[src/hdl/mbpa_pkg.sv]
`timescale 1ns / 1ps
`default_nettype none

package mbpa_pkg;

   // Default pool depths.
   localparam int H264_DEPTH_DEF    = 16;
   localparam int AUDIO_DEPTH_DEF   = 16;
   localparam int MOTION_DEPTH_DEF  = 16;
   localparam int JPEG_DEPTH_DEF    = 16;
   localparam int PREVIEW_DEPTH_DEF = 8;

   // Pool codes on the request port.
   localparam logic [2:0] POOL_H264    = 3'd0;
   localparam logic [2:0] POOL_PREVIEW = 3'd1;
   localparam logic [2:0] POOL_AUDIO   = 3'd2;
   localparam logic [2:0] POOL_MOTION  = 3'd3;
   localparam logic [2:0] POOL_JPEG    = 3'd4;

   // Preview size formats.
   localparam logic [1:0] FMT_D1     = 2'd0;
   localparam logic [1:0] FMT_CIF    = 2'd1;
   localparam logic [1:0] FMT_QCIF   = 2'd2;
   localparam logic [1:0] FMT_UNUSED = 2'd3;

   // Initial slot maps of a freshly claimed preview buffer.
   localparam logic [15:0] MAP_D1   = 16'hffff;
   localparam logic [15:0] MAP_CIF  = 16'h000f;
   localparam logic [15:0] MAP_QCIF = 16'h0001;

   localparam logic OP_ALLOC   = 1'b0;
   localparam logic OP_RELEASE = 1'b1;

   typedef enum logic [2:0] {
      ST_OK       = 3'd0,
      ST_WARN     = 3'd1,
      ST_NONE     = 3'd2,
      ST_NOTFOUND = 3'd3,
      ST_BADPOOL  = 3'd4,
      ST_BADFMT   = 3'd5
   } status_type;

   // Pool selected for a command travelling down the chain.
   typedef enum logic [2:0] {
      SEL_H264    = 3'd0,
      SEL_AUDIO   = 3'd1,
      SEL_MOTION  = 3'd2,
      SEL_JPEG    = 3'd3,
      SEL_PREVIEW = 3'd4
   } sel_type;

   typedef enum logic [1:0] {
      FSM_IDLE,
      FSM_RUN,
      FSM_WAIT
   } fsm_type;

   // Command token handed from cell to cell.
   typedef struct packed {
      logic        active;
      logic        oper;
      sel_type     sel;
      logic [1:0]  fmt;
      logic [5:0]  idx;
      logic [3:0]  slot;
      logic        pass2;
      logic        hit;
      logic        warn;
      logic        nf;
      logic        freed;
      logic [5:0]  ent;
      logic [3:0]  gslot;
   } tok_type;

   // Result waiting for the response register.
   typedef struct packed {
      status_type  status;
      logic [5:0]  ent;
      logic [3:0]  gslot;
      logic [6:0]  left;
   } res_type;

   function automatic int max5(input int a, input int b, input int c, input int d,
                               input int e);
      int m;
      m = a;
      if (b > m) m = b;
      if (c > m) m = c;
      if (d > m) m = d;
      if (e > m) m = e;
      return m;
   endfunction

endpackage

`default_nettype wire

[src/hdl/mbpa_cell.sv]
`timescale 1ns / 1ps
`default_nettype none

module mbpa_cell #(
   parameter int IDX           = 0,
   parameter int H264_DEPTH    = mbpa_pkg::H264_DEPTH_DEF,
   parameter int AUDIO_DEPTH   = mbpa_pkg::AUDIO_DEPTH_DEF,
   parameter int MOTION_DEPTH  = mbpa_pkg::MOTION_DEPTH_DEF,
   parameter int JPEG_DEPTH    = mbpa_pkg::JPEG_DEPTH_DEF,
   parameter int PREVIEW_DEPTH = mbpa_pkg::PREVIEW_DEPTH_DEF
) (
   input  wire logic              clock,
   input  wire logic              reset,
   input  wire mbpa_pkg::tok_type tok_i,
   output mbpa_pkg::tok_type      tok_o
);

   // Which pools own an entry at this position.
   localparam logic [3:0] HAS_PLAIN = {
      (IDX < JPEG_DEPTH), (IDX < MOTION_DEPTH), (IDX < AUDIO_DEPTH), (IDX < H264_DEPTH)
   };
   localparam logic HAS_PV = (IDX < PREVIEW_DEPTH);
   localparam logic [5:0] MY_IDX = 6'(IDX);

   logic [3:0]        busy_ff, busy_in;
   logic [1:0]        fmt_ff, fmt_in;
   logic [15:0]       map_ff, map_in;
   mbpa_pkg::tok_type tok_ff, tok_in;

   logic        nib_free, bit_free;
   logic [1:0]  nib_sel;
   logic [3:0]  bit_sel;
   logic [15:0] rel_mask;
   logic [1:0]  k;

   // Lowest free nibble and lowest free bit of this buffer's map.
   always_comb begin
      nib_free = 1'b0;
      nib_sel  = 2'd0;
      for (int j = 3; j >= 0; j--) begin
         if (map_ff[4*j +: 4] == 4'h0) begin
            nib_free = 1'b1;
            nib_sel  = 2'(j);
         end
      end
      bit_free = 1'b0;
      bit_sel  = 4'd0;
      for (int j = 15; j >= 0; j--) begin
         if (!map_ff[j]) begin
            bit_free = 1'b1;
            bit_sel  = 4'(j);
         end
      end
   end

   // Act on the passing token and update the local entry.
   always_comb begin
      tok_in   = tok_i;
      busy_in  = busy_ff;
      fmt_in   = fmt_ff;
      map_in   = map_ff;
      k        = tok_i.sel[1:0];
      rel_mask = 16'h0000;
      if (tok_i.fmt == mbpa_pkg::FMT_CIF) begin
         rel_mask = 16'h000f << {tok_i.slot[1:0], 2'b00};
      end else begin
         rel_mask = 16'h0001 << tok_i.slot;
      end
      if (tok_i.active) begin
         if (tok_i.sel != mbpa_pkg::SEL_PREVIEW) begin
            if (HAS_PLAIN[k]) begin
               if (tok_i.oper == mbpa_pkg::OP_ALLOC) begin
                  if (!tok_i.hit && !busy_ff[k]) begin
                     busy_in[k] = 1'b1;
                     tok_in.hit = 1'b1;
                     tok_in.ent = MY_IDX;
                  end
               end else if (tok_i.idx == MY_IDX) begin
                  tok_in.hit  = 1'b1;
                  tok_in.warn = !busy_ff[k];
                  busy_in[k]  = 1'b0;
               end
            end
         end else if (HAS_PV) begin
            if (tok_i.oper == mbpa_pkg::OP_ALLOC) begin
               if (!tok_i.hit && !tok_i.pass2 && fmt_ff == tok_i.fmt) begin
                  if (tok_i.fmt == mbpa_pkg::FMT_CIF && nib_free) begin
                     map_in[{nib_sel, 2'b00} +: 4] = 4'hf;
                     tok_in.hit   = 1'b1;
                     tok_in.ent   = MY_IDX;
                     tok_in.gslot = {2'b00, nib_sel};
                  end else if (tok_i.fmt == mbpa_pkg::FMT_QCIF && bit_free) begin
                     map_in[bit_sel] = 1'b1;
                     tok_in.hit   = 1'b1;
                     tok_in.ent   = MY_IDX;
                     tok_in.gslot = bit_sel;
                  end
               end else if (!tok_i.hit && tok_i.pass2 && fmt_ff == mbpa_pkg::FMT_UNUSED) begin
                  fmt_in = tok_i.fmt;
                  case (tok_i.fmt)
                     mbpa_pkg::FMT_D1:  map_in = mbpa_pkg::MAP_D1;
                     mbpa_pkg::FMT_CIF: map_in = mbpa_pkg::MAP_CIF;
                     default:           map_in = mbpa_pkg::MAP_QCIF;
                  endcase
                  tok_in.hit   = 1'b1;
                  tok_in.ent   = MY_IDX;
                  tok_in.gslot = 4'd0;
               end
            end else if (tok_i.idx == MY_IDX) begin
               tok_in.hit = 1'b1;
               if (fmt_ff != tok_i.fmt) begin
                  tok_in.nf = 1'b1;
               end else if (tok_i.fmt == mbpa_pkg::FMT_D1) begin
                  if (tok_i.slot != 4'd0) begin
                     tok_in.nf = 1'b1;
                  end else begin
                     tok_in.warn  = (map_ff != mbpa_pkg::MAP_D1);
                     tok_in.freed = 1'b1;
                     fmt_in       = mbpa_pkg::FMT_UNUSED;
                     map_in       = 16'h0000;
                  end
               end else if (tok_i.fmt == mbpa_pkg::FMT_CIF && tok_i.slot[3:2] != 2'b00) begin
                  tok_in.nf = 1'b1;
               end else begin
                  tok_in.warn = ((map_ff & rel_mask) == 16'h0000);
                  map_in      = map_ff & ~rel_mask;
                  if (map_in == 16'h0000) begin
                     tok_in.freed = 1'b1;
                     fmt_in       = mbpa_pkg::FMT_UNUSED;
                  end
               end
            end
         end
      end
   end

   // Entry state and the token register toward the next cell.
   always_ff @(posedge clock) begin
      if (reset) begin
         busy_ff       <= 4'h0;
         fmt_ff        <= mbpa_pkg::FMT_UNUSED;
         map_ff        <= 16'h0000;
         tok_ff.active <= 1'b0;
      end else begin
         busy_ff       <= busy_in;
         fmt_ff        <= fmt_in;
         map_ff        <= map_in;
         tok_ff.active <= tok_in.active;
      end
      tok_ff.oper    <= tok_in.oper;
      tok_ff.sel     <= tok_in.sel;
      tok_ff.fmt     <= tok_in.fmt;
      tok_ff.idx     <= tok_in.idx;
      tok_ff.slot    <= tok_in.slot;
      tok_ff.pass2   <= tok_in.pass2;
      tok_ff.hit     <= tok_in.hit;
      tok_ff.warn    <= tok_in.warn;
      tok_ff.nf      <= tok_in.nf;
      tok_ff.freed   <= tok_in.freed;
      tok_ff.ent     <= tok_in.ent;
      tok_ff.gslot   <= tok_in.gslot;
   end

   assign tok_o = tok_ff;

   // A claimed preview buffer always carries a non-empty slot map.
   a_map_nonempty: assert property (@(posedge clock) disable iff (reset)
      (fmt_ff != mbpa_pkg::FMT_UNUSED) |-> (map_ff != 16'h0000))
      else $error("used preview buffer with empty map");

   // An unused preview buffer has a clear map.
   a_unused_clear: assert property (@(posedge clock) disable iff (reset)
      (fmt_ff == mbpa_pkg::FMT_UNUSED) |-> (map_ff == 16'h0000))
      else $error("unused preview buffer with slots set");

   // A D1 buffer is always completely full.
   a_d1_full: assert property (@(posedge clock) disable iff (reset)
      (fmt_ff == mbpa_pkg::FMT_D1) |-> (map_ff == mbpa_pkg::MAP_D1))
      else $error("D1 buffer map not full");

endmodule

`default_nettype wire

[src/hdl/media_buffer_pool_allocator.sv]
`timescale 1ns / 1ps
`default_nettype none

// Channel   Direction  Signals
// req       in         req_valid, req_ready, req_operation, req_pool, req_size_format,
//                      req_entry_index, req_slot_index
// rsp       out        rsp_valid, rsp_ready, rsp_status, rsp_granted_entry,
//                      rsp_granted_slot, rsp_free_left
//
// Requests rejected up front (bad pool, bad format, range error, empty counter) skip
// the chain and go straight to the response. Others walk a token down a chain of N
// cells (N = largest pool depth); a preview allocation that finds no partly used
// buffer walks the chain twice.
// Reset is synchronous and frees every entry. One request is in work at a time; a new
// request is taken while a finished response still waits for rsp_ready.

module media_buffer_pool_allocator #(
   parameter int H264_DEPTH    = mbpa_pkg::H264_DEPTH_DEF,
   parameter int AUDIO_DEPTH   = mbpa_pkg::AUDIO_DEPTH_DEF,
   parameter int MOTION_DEPTH  = mbpa_pkg::MOTION_DEPTH_DEF,
   parameter int JPEG_DEPTH    = mbpa_pkg::JPEG_DEPTH_DEF,
   parameter int PREVIEW_DEPTH = mbpa_pkg::PREVIEW_DEPTH_DEF
) (
   input  wire logic       clock,
   input  wire logic       reset,
   input  wire logic       req_valid,
   output logic            req_ready,
   input  wire logic       req_operation,
   input  wire logic [2:0] req_pool,
   input  wire logic [1:0] req_size_format,
   input  wire logic [5:0] req_entry_index,
   input  wire logic [3:0] req_slot_index,
   output logic            rsp_valid,
   input  wire logic       rsp_ready,
   output logic [2:0]      rsp_status,
   output logic [5:0]      rsp_granted_entry,
   output logic [3:0]      rsp_granted_slot,
   output logic [6:0]      rsp_free_left
);

   localparam int CHAIN_LEN = mbpa_pkg::max5(H264_DEPTH, AUDIO_DEPTH, MOTION_DEPTH,
                                             JPEG_DEPTH, PREVIEW_DEPTH);
   localparam logic [3:0][6:0] PLAIN_DEPTHS = {
      7'(JPEG_DEPTH), 7'(MOTION_DEPTH), 7'(AUDIO_DEPTH), 7'(H264_DEPTH)
   };
   localparam logic [6:0] PV_DEPTH = 7'(PREVIEW_DEPTH);

   mbpa_pkg::fsm_type state_ff, state_in;
   mbpa_pkg::tok_type tok_ff, tok_in;
   mbpa_pkg::tok_type link [CHAIN_LEN+1];
   mbpa_pkg::res_type res_ff, res_in;
   logic              inject_ff, inject_in;
   logic [3:0][6:0]   cnt_ff, cnt_in;
   logic [6:0]        pv_cnt_ff, pv_cnt_in;
   logic              rsp_valid_ff, rsp_valid_in;
   mbpa_pkg::res_type rsp_ff;
   mbpa_pkg::sel_type req_sel;
   logic              req_bad;
   logic [1:0]        rk, ok;
   mbpa_pkg::tok_type co;

   // Chain of entry cells.
   always_comb begin
      link[0]        = tok_ff;
      link[0].active = inject_ff;
   end

   for (genvar i = 0; i < CHAIN_LEN; i++) begin : g_cell
      mbpa_cell #(
         .IDX           (i),
         .H264_DEPTH    (H264_DEPTH),
         .AUDIO_DEPTH   (AUDIO_DEPTH),
         .MOTION_DEPTH  (MOTION_DEPTH),
         .JPEG_DEPTH    (JPEG_DEPTH),
         .PREVIEW_DEPTH (PREVIEW_DEPTH)
      ) u_cell (
         .clock (clock),
         .reset (reset),
         .tok_i (link[i]),
         .tok_o (link[i+1])
      );
   end

   assign co = link[CHAIN_LEN];

   // Pool decode of the request.
   always_comb begin
      req_bad = 1'b0;
      case (req_pool)
         mbpa_pkg::POOL_H264:    req_sel = mbpa_pkg::SEL_H264;
         mbpa_pkg::POOL_PREVIEW: req_sel = mbpa_pkg::SEL_PREVIEW;
         mbpa_pkg::POOL_AUDIO:   req_sel = mbpa_pkg::SEL_AUDIO;
         mbpa_pkg::POOL_MOTION:  req_sel = mbpa_pkg::SEL_MOTION;
         mbpa_pkg::POOL_JPEG:    req_sel = mbpa_pkg::SEL_JPEG;
         default: begin
            req_sel = mbpa_pkg::SEL_H264;
            req_bad = 1'b1;
         end
      endcase
   end

   assign rk = req_sel[1:0];
   assign ok = co.sel[1:0];

   // Sequencer: front-end checks, token launch, completion and response hand-off.
   always_comb begin
      state_in     = state_ff;
      tok_in       = tok_ff;
      inject_in    = 1'b0;
      res_in       = res_ff;
      cnt_in       = cnt_ff;
      pv_cnt_in    = pv_cnt_ff;
      rsp_valid_in = rsp_valid_ff;
      req_ready    = (state_ff == mbpa_pkg::FSM_IDLE);

      if (rsp_valid_ff && rsp_ready) begin
         rsp_valid_in = 1'b0;
      end

      case (state_ff)
         mbpa_pkg::FSM_IDLE: begin
            if (req_valid) begin
               tok_in.active  = 1'b0;
               tok_in.oper    = req_operation;
               tok_in.sel     = req_sel;
               tok_in.fmt     = req_size_format;
               tok_in.idx     = req_entry_index;
               tok_in.slot    = req_slot_index;
               tok_in.pass2   = 1'b0;
               tok_in.hit     = 1'b0;
               tok_in.warn    = 1'b0;
               tok_in.nf      = 1'b0;
               tok_in.freed   = 1'b0;
               tok_in.ent     = 6'd0;
               tok_in.gslot   = 4'd0;
               res_in.ent     = 6'd0;
               res_in.gslot   = 4'd0;
               state_in       = mbpa_pkg::FSM_WAIT;
               if (req_bad) begin
                  res_in.status = mbpa_pkg::ST_BADPOOL;
                  res_in.left   = 7'd0;
               end else if (req_sel == mbpa_pkg::SEL_PREVIEW) begin
                  res_in.left = pv_cnt_ff;
                  if (req_size_format == mbpa_pkg::FMT_UNUSED) begin
                     res_in.status = mbpa_pkg::ST_BADFMT;
                  end else if (req_operation == mbpa_pkg::OP_RELEASE &&
                               {1'b0, req_entry_index} >= PV_DEPTH) begin
                     res_in.status = mbpa_pkg::ST_NOTFOUND;
                  end else begin
                     inject_in = 1'b1;
                     state_in  = mbpa_pkg::FSM_RUN;
                  end
               end else begin
                  res_in.left = cnt_ff[rk];
                  if (req_operation == mbpa_pkg::OP_ALLOC && cnt_ff[rk] == 7'd0) begin
                     res_in.status = mbpa_pkg::ST_NONE;
                  end else if (req_operation == mbpa_pkg::OP_RELEASE &&
                               {1'b0, req_entry_index} >= PLAIN_DEPTHS[rk]) begin
                     res_in.status = mbpa_pkg::ST_NOTFOUND;
                  end else begin
                     inject_in = 1'b1;
                     state_in  = mbpa_pkg::FSM_RUN;
                  end
               end
            end
         end
         mbpa_pkg::FSM_RUN: begin
            if (co.active) begin
               res_in.ent   = 6'd0;
               res_in.gslot = 4'd0;
               state_in     = mbpa_pkg::FSM_WAIT;
               if (co.sel == mbpa_pkg::SEL_PREVIEW) begin
                  if (co.oper == mbpa_pkg::OP_ALLOC) begin
                     if (!co.hit && !co.pass2) begin
                        // No partly used buffer: look for an unused one.
                        tok_in.pass2 = 1'b1;
                        inject_in    = 1'b1;
                        state_in     = mbpa_pkg::FSM_RUN;
                     end else if (co.hit) begin
                        res_in.status = mbpa_pkg::ST_OK;
                        res_in.ent    = co.ent;
                        res_in.gslot  = co.gslot;
                        if (co.pass2 && pv_cnt_ff != 7'd0) begin
                           pv_cnt_in = pv_cnt_ff - 7'd1;
                        end
                     end else begin
                        res_in.status = mbpa_pkg::ST_NONE;
                     end
                  end else if (co.nf) begin
                     res_in.status = mbpa_pkg::ST_NOTFOUND;
                  end else begin
                     res_in.status = co.warn ? mbpa_pkg::ST_WARN : mbpa_pkg::ST_OK;
                     if (co.freed && pv_cnt_ff < PV_DEPTH) begin
                        pv_cnt_in = pv_cnt_ff + 7'd1;
                     end
                  end
                  res_in.left = pv_cnt_in;
               end else begin
                  if (co.oper == mbpa_pkg::OP_ALLOC) begin
                     if (co.hit) begin
                        res_in.status = mbpa_pkg::ST_OK;
                        res_in.ent    = co.ent;
                        cnt_in[ok]    = cnt_ff[ok] - 7'd1;
                     end else begin
                        res_in.status = mbpa_pkg::ST_NONE;
                     end
                  end else begin
                     res_in.status = co.warn ? mbpa_pkg::ST_WARN : mbpa_pkg::ST_OK;
                     if (cnt_ff[ok] < PLAIN_DEPTHS[ok]) begin
                        cnt_in[ok] = cnt_ff[ok] + 7'd1;
                     end
                  end
                  res_in.left = cnt_in[ok];
               end
            end
         end
         mbpa_pkg::FSM_WAIT: begin
            if (!rsp_valid_ff || rsp_ready) begin
               rsp_valid_in = 1'b1;
               state_in     = mbpa_pkg::FSM_IDLE;
            end
         end
         default: state_in = mbpa_pkg::FSM_IDLE;
      endcase
   end

   always_ff @(posedge clock) begin
      if (reset) begin
         state_ff     <= mbpa_pkg::FSM_IDLE;
         inject_ff    <= 1'b0;
         rsp_valid_ff <= 1'b0;
         cnt_ff       <= PLAIN_DEPTHS;
         pv_cnt_ff    <= PV_DEPTH;
      end else begin
         state_ff     <= state_in;
         inject_ff    <= inject_in;
         rsp_valid_ff <= rsp_valid_in;
         cnt_ff       <= cnt_in;
         pv_cnt_ff    <= pv_cnt_in;
      end
      tok_ff <= tok_in;
      res_ff <= res_in;
      if (state_ff == mbpa_pkg::FSM_WAIT && (!rsp_valid_ff || rsp_ready)) begin
         rsp_ff <= res_ff;
      end
   end

   assign rsp_valid         = rsp_valid_ff;
   assign rsp_status        = rsp_ff.status;
   assign rsp_granted_entry = rsp_ff.ent;
   assign rsp_granted_slot  = rsp_ff.gslot;
   assign rsp_free_left     = rsp_ff.left;

   // A token leaves the chain only while a command is in work.
   a_token_run: assert property (@(posedge clock) disable iff (reset)
      co.active |-> (state_ff == mbpa_pkg::FSM_RUN))
      else $error("token out of chain outside run state");

   // Free counters never pass their pool depth.
   a_cnt_bound: assert property (@(posedge clock) disable iff (reset)
      (cnt_ff[0] <= PLAIN_DEPTHS[0]) && (cnt_ff[1] <= PLAIN_DEPTHS[1]) &&
      (cnt_ff[2] <= PLAIN_DEPTHS[2]) && (cnt_ff[3] <= PLAIN_DEPTHS[3]) &&
      (pv_cnt_ff <= PV_DEPTH))
      else $error("free counter above pool depth");

   // A transfer on the request side always starts work.
   a_accept_busy: assert property (@(posedge clock) disable iff (reset)
      (req_valid && req_ready) |=> (state_ff != mbpa_pkg::FSM_IDLE))
      else $error("request taken but sequencer idle");

   // A launched token is only launched from the run state path.
   a_inject: assert property (@(posedge clock) disable iff (reset)
      inject_ff |-> (state_ff == mbpa_pkg::FSM_RUN))
      else $error("token launched outside run state");

endmodule

`default_nettype wire
[config.mk]
export PLATFORM = sky130hd
export DESIGN_NAME = media_buffer_pool_allocator
export DESIGN_NICKNAME = d
export VERILOG_FILES = /design/src/hdl/mbpa_pkg.sv /design/src/hdl/mbpa_cell.sv /design/src/hdl/media_buffer_pool_allocator.sv
export SDC_FILE = /design/constraint.sdc
export NUM_CORES = 2
export LEC_CHECK = 0
export BUFFER_PORTS_ARGS = -buffer_cell sky130_fd_sc_hd__buf_2
export CORE_ASPECT_RATIO = 0.8
export CORE_MARGIN = 1
export CORE_UTILIZATION = 55
export CTS_CLUSTER_DIAMETER = 200
export DETAILED_ROUTE_END_ITERATION = 8
export HOLD_SLACK_MARGIN = 0.08
export PLACE_DENSITY = 0.76
export SETUP_SLACK_MARGIN = 0.2
export SLEW_MARGIN = 25
export SYNTH_ARGS = -nofsm -noshare
export SYNTH_HDL_FRONTEND = slang
export SYNTH_HIERARCHICAL = 1
export SYNTH_SLANG_ARGS = --single-unit
export TNS_END_PERCENT = 100
[constraint.sdc]
create_clock -name clock -period 4.6 [get_ports clock]
set_input_delay 0.23 -clock clock [delete_from_list [all_inputs] [get_ports clock]]
set_output_delay 0.23 -clock clock [all_outputs]
set_load 0.005 [all_outputs]
# ---- Word level (Yosys, flattened, before mapping)
# Index checks and enable logic that the tools add are counted.
dict set report op_classes {
  mux 1115
  n_eq_ne 161
  mul 0
  div_mod_pow 0
  n_reduce_logical 300
  order_cmp 55
  bitwise 95
  addsub 12
  n_shift 32
}
# operator n
set op_table {}
lappend op_table {{$mux 16} 88}
lappend op_table {{$mux 4} 192}
lappend op_table {{$mux 6} 70}
lappend op_table {{$mux 1} 403}
lappend op_table {{$mux 10} 37}
lappend op_table {{$mux 2} 183}
lappend op_table {{$and 16x16->16} 16}
lappend op_table {{$logic_not 16->1} 16}
lappend op_table {{$pmux 16 s2} 8}
lappend op_table {{$mux 28} 6}
lappend op_table {{$bwmux 16} 8}
lappend op_table {{$logic_not 4->1} 32}
lappend op_table {{$ne 16x16->1 const B} 8}
lappend op_table {{$not 16->16} 8}
lappend op_table {{$or 16x16->16} 8}
lappend op_table {{$shift 4x6->16 const A} 8}
lappend op_table {{$shiftx 4x6->16 const A} 8}
lappend op_table {{$shl 1x4->16 const A} 8}
lappend op_table {{$shl 4x4->16 const A} 8}
lappend op_table {{$mux 7} 15}
lappend op_table {{$logic_and 1x1->1} 102}
lappend op_table {{$mux 14} 7}
lappend op_table {{$reduce_and 5->1} 16}
lappend op_table {{$mux 3} 24}
lappend op_table {{67 further kinds} 491}
dict set report totals {
  register_bits 756
  ramBits 0
  memories 0
  latchBits 0
  elab_cells 2014
  out_inout_bits 22
  rom_bits 0
  input_bits 20
}

# ---- Logic depth before layout (Yosys ltp)
dict set report logic_depth {
  depth_word 25
  depth_mapped 11
  depth_no_buf 9
}

# ---- Modules after synthesis
# Netlist, hierarchy kept.
# mod seq_area_each_um2 instances cells_each area_per_inst_um2
set modules_own_cells {}
lappend modules_own_cells {{mbpa_cell (g_cell[1].u_cell ...)} 1081.0 2 435 3445.8}
lappend modules_own_cells {{mbpa_cell (g_cell[5].u_cell ...)} 1081.0 2 449 3370.7}
lappend modules_own_cells {media_buffer_pool_allocator 2492.4 1 559 5312.6}
lappend modules_own_cells {{mbpa_cell (g_cell[7].u_cell)} 1081.0 1 427 3495.9}
lappend modules_own_cells {{mbpa_cell (g_cell[4].u_cell)} 1081.0 1 434 3472.1}
lappend modules_own_cells {{mbpa_cell (g_cell[0].u_cell)} 1081.0 1 436 3380.7}
lappend modules_own_cells {{mbpa_cell (g_cell[3].u_cell)} 1081.0 1 445 3379.5}
lappend modules_own_cells {{mbpa_cell (g_cell[13].u_cell ...)} 720.7 3 76 991.0}
lappend modules_own_cells {{mbpa_cell (g_cell[9].u_cell)} 720.7 1 77 1077.3}
lappend modules_own_cells {{mbpa_cell (g_cell[11].u_cell)} 720.7 1 77 1003.5}
lappend modules_own_cells {{mbpa_cell (g_cell[12].u_cell)} 720.7 1 76 1003.5}
lappend modules_own_cells {{mbpa_cell (g_cell[8].u_cell)} 720.7 1 77 1002.2}
lappend modules_own_cells {{mbpa_cell (g_cell[10].u_cell)} 720.7 1 77 999.7}

# ---- Worst setup path after synthesis
# No wires, ideal clock.
dict set report synth_timing {
  path_type {reg-to-reg}
  startpoint {register g_cell[15].u_cell.tok_ff, in the netlist g_cell[15].u_cell/tok_o[28]}
  endpoint {register res_ff[5] in the netlist's numbering, data pin}
  setup_slack_ns 2.010
  period_less_slack_ns 2.590
  path_buffers 2
  setup_time_ns 0.261
  t_required_ns 4.339
  t_arrival_ns 2.329
  path_stages_with_launch 10
  cell_sequence {dfxtp_1 buf_4 mux4_2 buf_2 or3_1 nor3_1 xnor2_1 nor2_2 a211oi_1 nor3_1}
}
# element line_no
set synth_lines {}
lappend synth_lines {{start, declared} mbpa_cell.sv:28} ;# mbpa_pkg::tok_type tok_ff, tok_in;
lappend synth_lines {{end signal, assigned} media_buffer_pool_allocator.sv:242} ;# res_ff <= res_in;
lappend synth_lines {{end, declared} media_buffer_pool_allocator.sv:51} ;# mbpa_pkg::res_type res_ff, res_in;

# ---- Worst setup path after layout
dict set report layout_timing {
  startpoint {register g_cell[2].u_cell.tok_ff, in the netlist g_cell[2].u_cell/tok_o[25]}
  endpoint {register g_cell[3].u_cell.map_ff[7]}
}
dict set report layout_via {
  elab_chain_len 9
  elab_cells_between_ends 27
  cone_classes {8 x eq/ne; 10 x mux; 2 x bitwise; 7 x reduce/logical}
}
# element line_no
set layout_rtl {}
lappend layout_rtl {{start, declared} mbpa_cell.sv:28}
lappend layout_rtl {{$eq 2x1->1} --}
lappend layout_rtl {{$mux 16} mbpa_cell.sv:64} ;# if (tok_i.fmt == mbpa_pkg::FMT_CIF) begin
lappend layout_rtl {{$not 16->16} mbpa_cell.sv:126} ;# map_in = map_ff & ~rel_mask;
lappend layout_rtl {{$and 16x16->16} mbpa_cell.sv:126}
lappend layout_rtl {{$mux 16} mbpa_cell.sv:122} ;# end else if (tok_i.fmt == mbpa_pkg::FMT_CIF && tok_i.slot[3:2] != 2'b00) begin
lappend layout_rtl {{$mux 16} mbpa_cell.sv:113} ;# end else if (tok_i.fmt == mbpa_pkg::FMT_D1) begin
lappend layout_rtl {{$mux 16} mbpa_cell.sv:111} ;# if (fmt_ff != tok_i.fmt) begin
lappend layout_rtl {{$mux 16} mbpa_cell.sv:109} ;# end else if (tok_i.idx == MY_IDX) begin
lappend layout_rtl {{$mux 16} mbpa_cell.sv:85} ;# if (tok_i.oper == mbpa_pkg::OP_ALLOC) begin
lappend layout_rtl {{end signal, assigned} mbpa_cell.sv:147} ;# map_ff <= map_in;
lappend layout_rtl {{end, declared} mbpa_cell.sv:27} ;# logic [15:0] map_ff, map_in;
# Parallel ways exist; a longest one is shown, timed or not. The select of a mux whose other input is x is not followed.
# A chain may end at the register's enable or synchronous reset.

==> results.ini <==
[timing]
relSlewSlack=0.349
tightest_slew_ns=0.974
setup_viol=0
period_share=0.738
period_needed_ns=3.39
hold_viol_final=0
fmax_mhz=295
finalWorstSetupSlack_ns=1.21
report.final.slew_viol_count=0
tns_ns=0
skew_ns=0.0167
grt_setup_unrepaired=no

[worst_setup_path]
cp.required_ns=5.09
cpPeakStageDelay_ns=0.63
worstPathCellList=nand2b_1 -> a41oi_4 -> o21ai_2 -> a221oi_4 -> and2_1 -> nor2b_1 -> a221oi_1
path_class=register to register
critical_path_arrival_ns=3.89
cp-end-kind=register
cp_max_fo=23
critPathLaunchType=register
cp_slowest_cell=dfxtp_1

[clocking]
htree_levels=3
post_cts_resized=0
cts_tree=done
cts_buffers=76
postCtsSetupRepairBufs=0
path_clk_slew_ns=0.06
hold_buffers=18
cts-root-buf=clkbuf_16
cts.sinks=756
insertion_delay_ns=0.64
clockBufferDepth=3

[synthesis]
syn_area_mm2=0.0395
synthCells=4621
synth_warnings=6
avgSynthCellArea_um2=8.55

[floorplan]
dieHeight_um=242
start_util=0.559
die_w_um=302
core-area_mm2=0.0708
io_pins=42
die-area_mm2=0.0730
rows=87

[final_layout]
diodes=0
design_area_mm2=0.0427
fin_nets=4545
nFillCells=6076
fin_util=0.603
area_growth_pct=8.01
drive_above_1_share=0.0974

[grt]
grt_max_degree=94
grt_antenna_before_repair=3
gr-total-overflow=0
grt_pass1_vias=33300
grtUsageTotal=0.315
grt_pass1_wl_mm=188

[detailed_routing]
route.detailed.drc=2
routed_via_density=6.73
wl_per_cell_um=21.5
dr.pass1.iters=9
antenna_left=0
wl_mm=118
vias=37100
first_iter_violations=5107

[power]
p_per_area_mw_per_mm2=352
leakage_nw=14.8
peakVddDrop_uv=261

[place]
dp.final_hpwl_mm=84.0
placed_area_mm2=0.0399
gp_congestion=1.02
place_ws_ns=1.34
portBuffers=41

[hold_path]
hold_class=input port to register

[outcome]
violations=DRC
outcome=finished with violations

[job]
maxCapViolations=0

==> power breakdown <==
part / total (W) / switching, W / leakage, nW / internal (W)
clock network: 0.00639 / 0.00271 / 1.29 / 0.00368
logic: 0.00127 / 0.000823 / 7.17 / 0.000446
registers: 0.00735 / 0.000397 / 6.34 / 0.00696
==> layer usage <==
metal	vias to the layer above	GRT usage	wire length [um]
li1	17100	-	-
met1	17400	0.479	52100
met2	2383	0.442	48700
met3	204	0.0770	15200
met4	2	0.0731	2430
met5	-	0	13
==> worst max-delay path: cells and delay by family, from the launching register on <==
| kind | cells | cell delay, ns |
|---|---|---|
| simple gates | 3 | 1.39 |
| compound gates | 4 | 1.23 |
| flops | 1 | 0.63 |
==> placed cells by master, fill, tap and decap left out, types with 30 or more instances in the layout <==
cell type,n
dfxtp_1,699
nor2_1,409
nand2_1,367
o21ai_0,333
a21oi_1,283
nor2b_1,141
nand3_1,130
inv_1,129
a31oi_1,109
nor3_1,107
clkbuf_16,80
nand4_1,76
and2_1,76
nand2b_1,72
o211ai_1,58
edfxtp_1,57
nor4_1,55
mux2i_1,51
a211oi_1,51
a22oi_1,48
or3_1,41
buf_2,40
or4_1,39
o31ai_1,39
a21o_1,38
or2_2,36
o21a_1,36
and3_1,34
o21bai_1,33
o21ai_1,31
o2111ai_1,30
==> area by class of cell <==
class | count | area, um2 | share of cell area
clock buffer | 96 | 2170 | 0.0509
inverter | 133 | 499 | 0.0117
clock inverter | 40 | 445 | 0.0104
multi-input combinational | 3465 | 22100 | 0.517
timing repair buffer | 88 | 624 | 0.0146
tap | 934 | 1170 | 0.0274
sequential | 756 | 15700 | 0.368
==> sequential cells by signal, indices dropped and copies added, names as in the netlist, named ones only <==
signal                cells
rsp_granted_slot          4
g_cell.u_cell/map_ff    128
res_ff                   20
rsp_valid                 1
inject_ff                 1
g_cell.u_cell/fmt_ff     16
link                     17
rsp_granted_entry         6
rsp_status                3
cnt_ff                   28
state_ff                  2
pv_cnt_ff                 7
g_cell.u_cell/tok_o     452
rsp_free_left             7
==> worst paths after layout <==
| check | start | to | slack (ns) | depth (start not counted) |
|---|---|---|---|---|
| setup / recovery | g_cell[2].u_cell/tok_o[25] | g_cell[3].u_cell/map_ff[7] | 1.21 | 7 |
| hold / removal | reset | g_cell[7].u_cell/map_ff[0] | 0.19 | 2 |
| setup reg to reg | g_cell[2].u_cell/tok_o[25] | g_cell[3].u_cell/map_ff[7] | 1.21 | 7 |
| hold reg to reg | g_cell[11].u_cell/tok_o[14] | g_cell[12].u_cell/tok_o[14] | 0.32 | 0 |
==> stage by stage <==
| stage | instances | total power, W | hold slack [ns] |
|---|---|---|---|
| after floorplan | 4638 | 0.00825 | 0.299 |
| after detailed placement | 5358 | 0.00868 | 0.312 |
| final | 5512 | 0.0150 | 0.188 |
| after global routing | 5512 | 0.0156 | 0.190 |
| after CTS | 5512 | 0.0151 | 0.153 |
| after global placement | 5358 | 0.00868 | 0.310 |
Note: power is estimated with default switching activity, not from simulation.
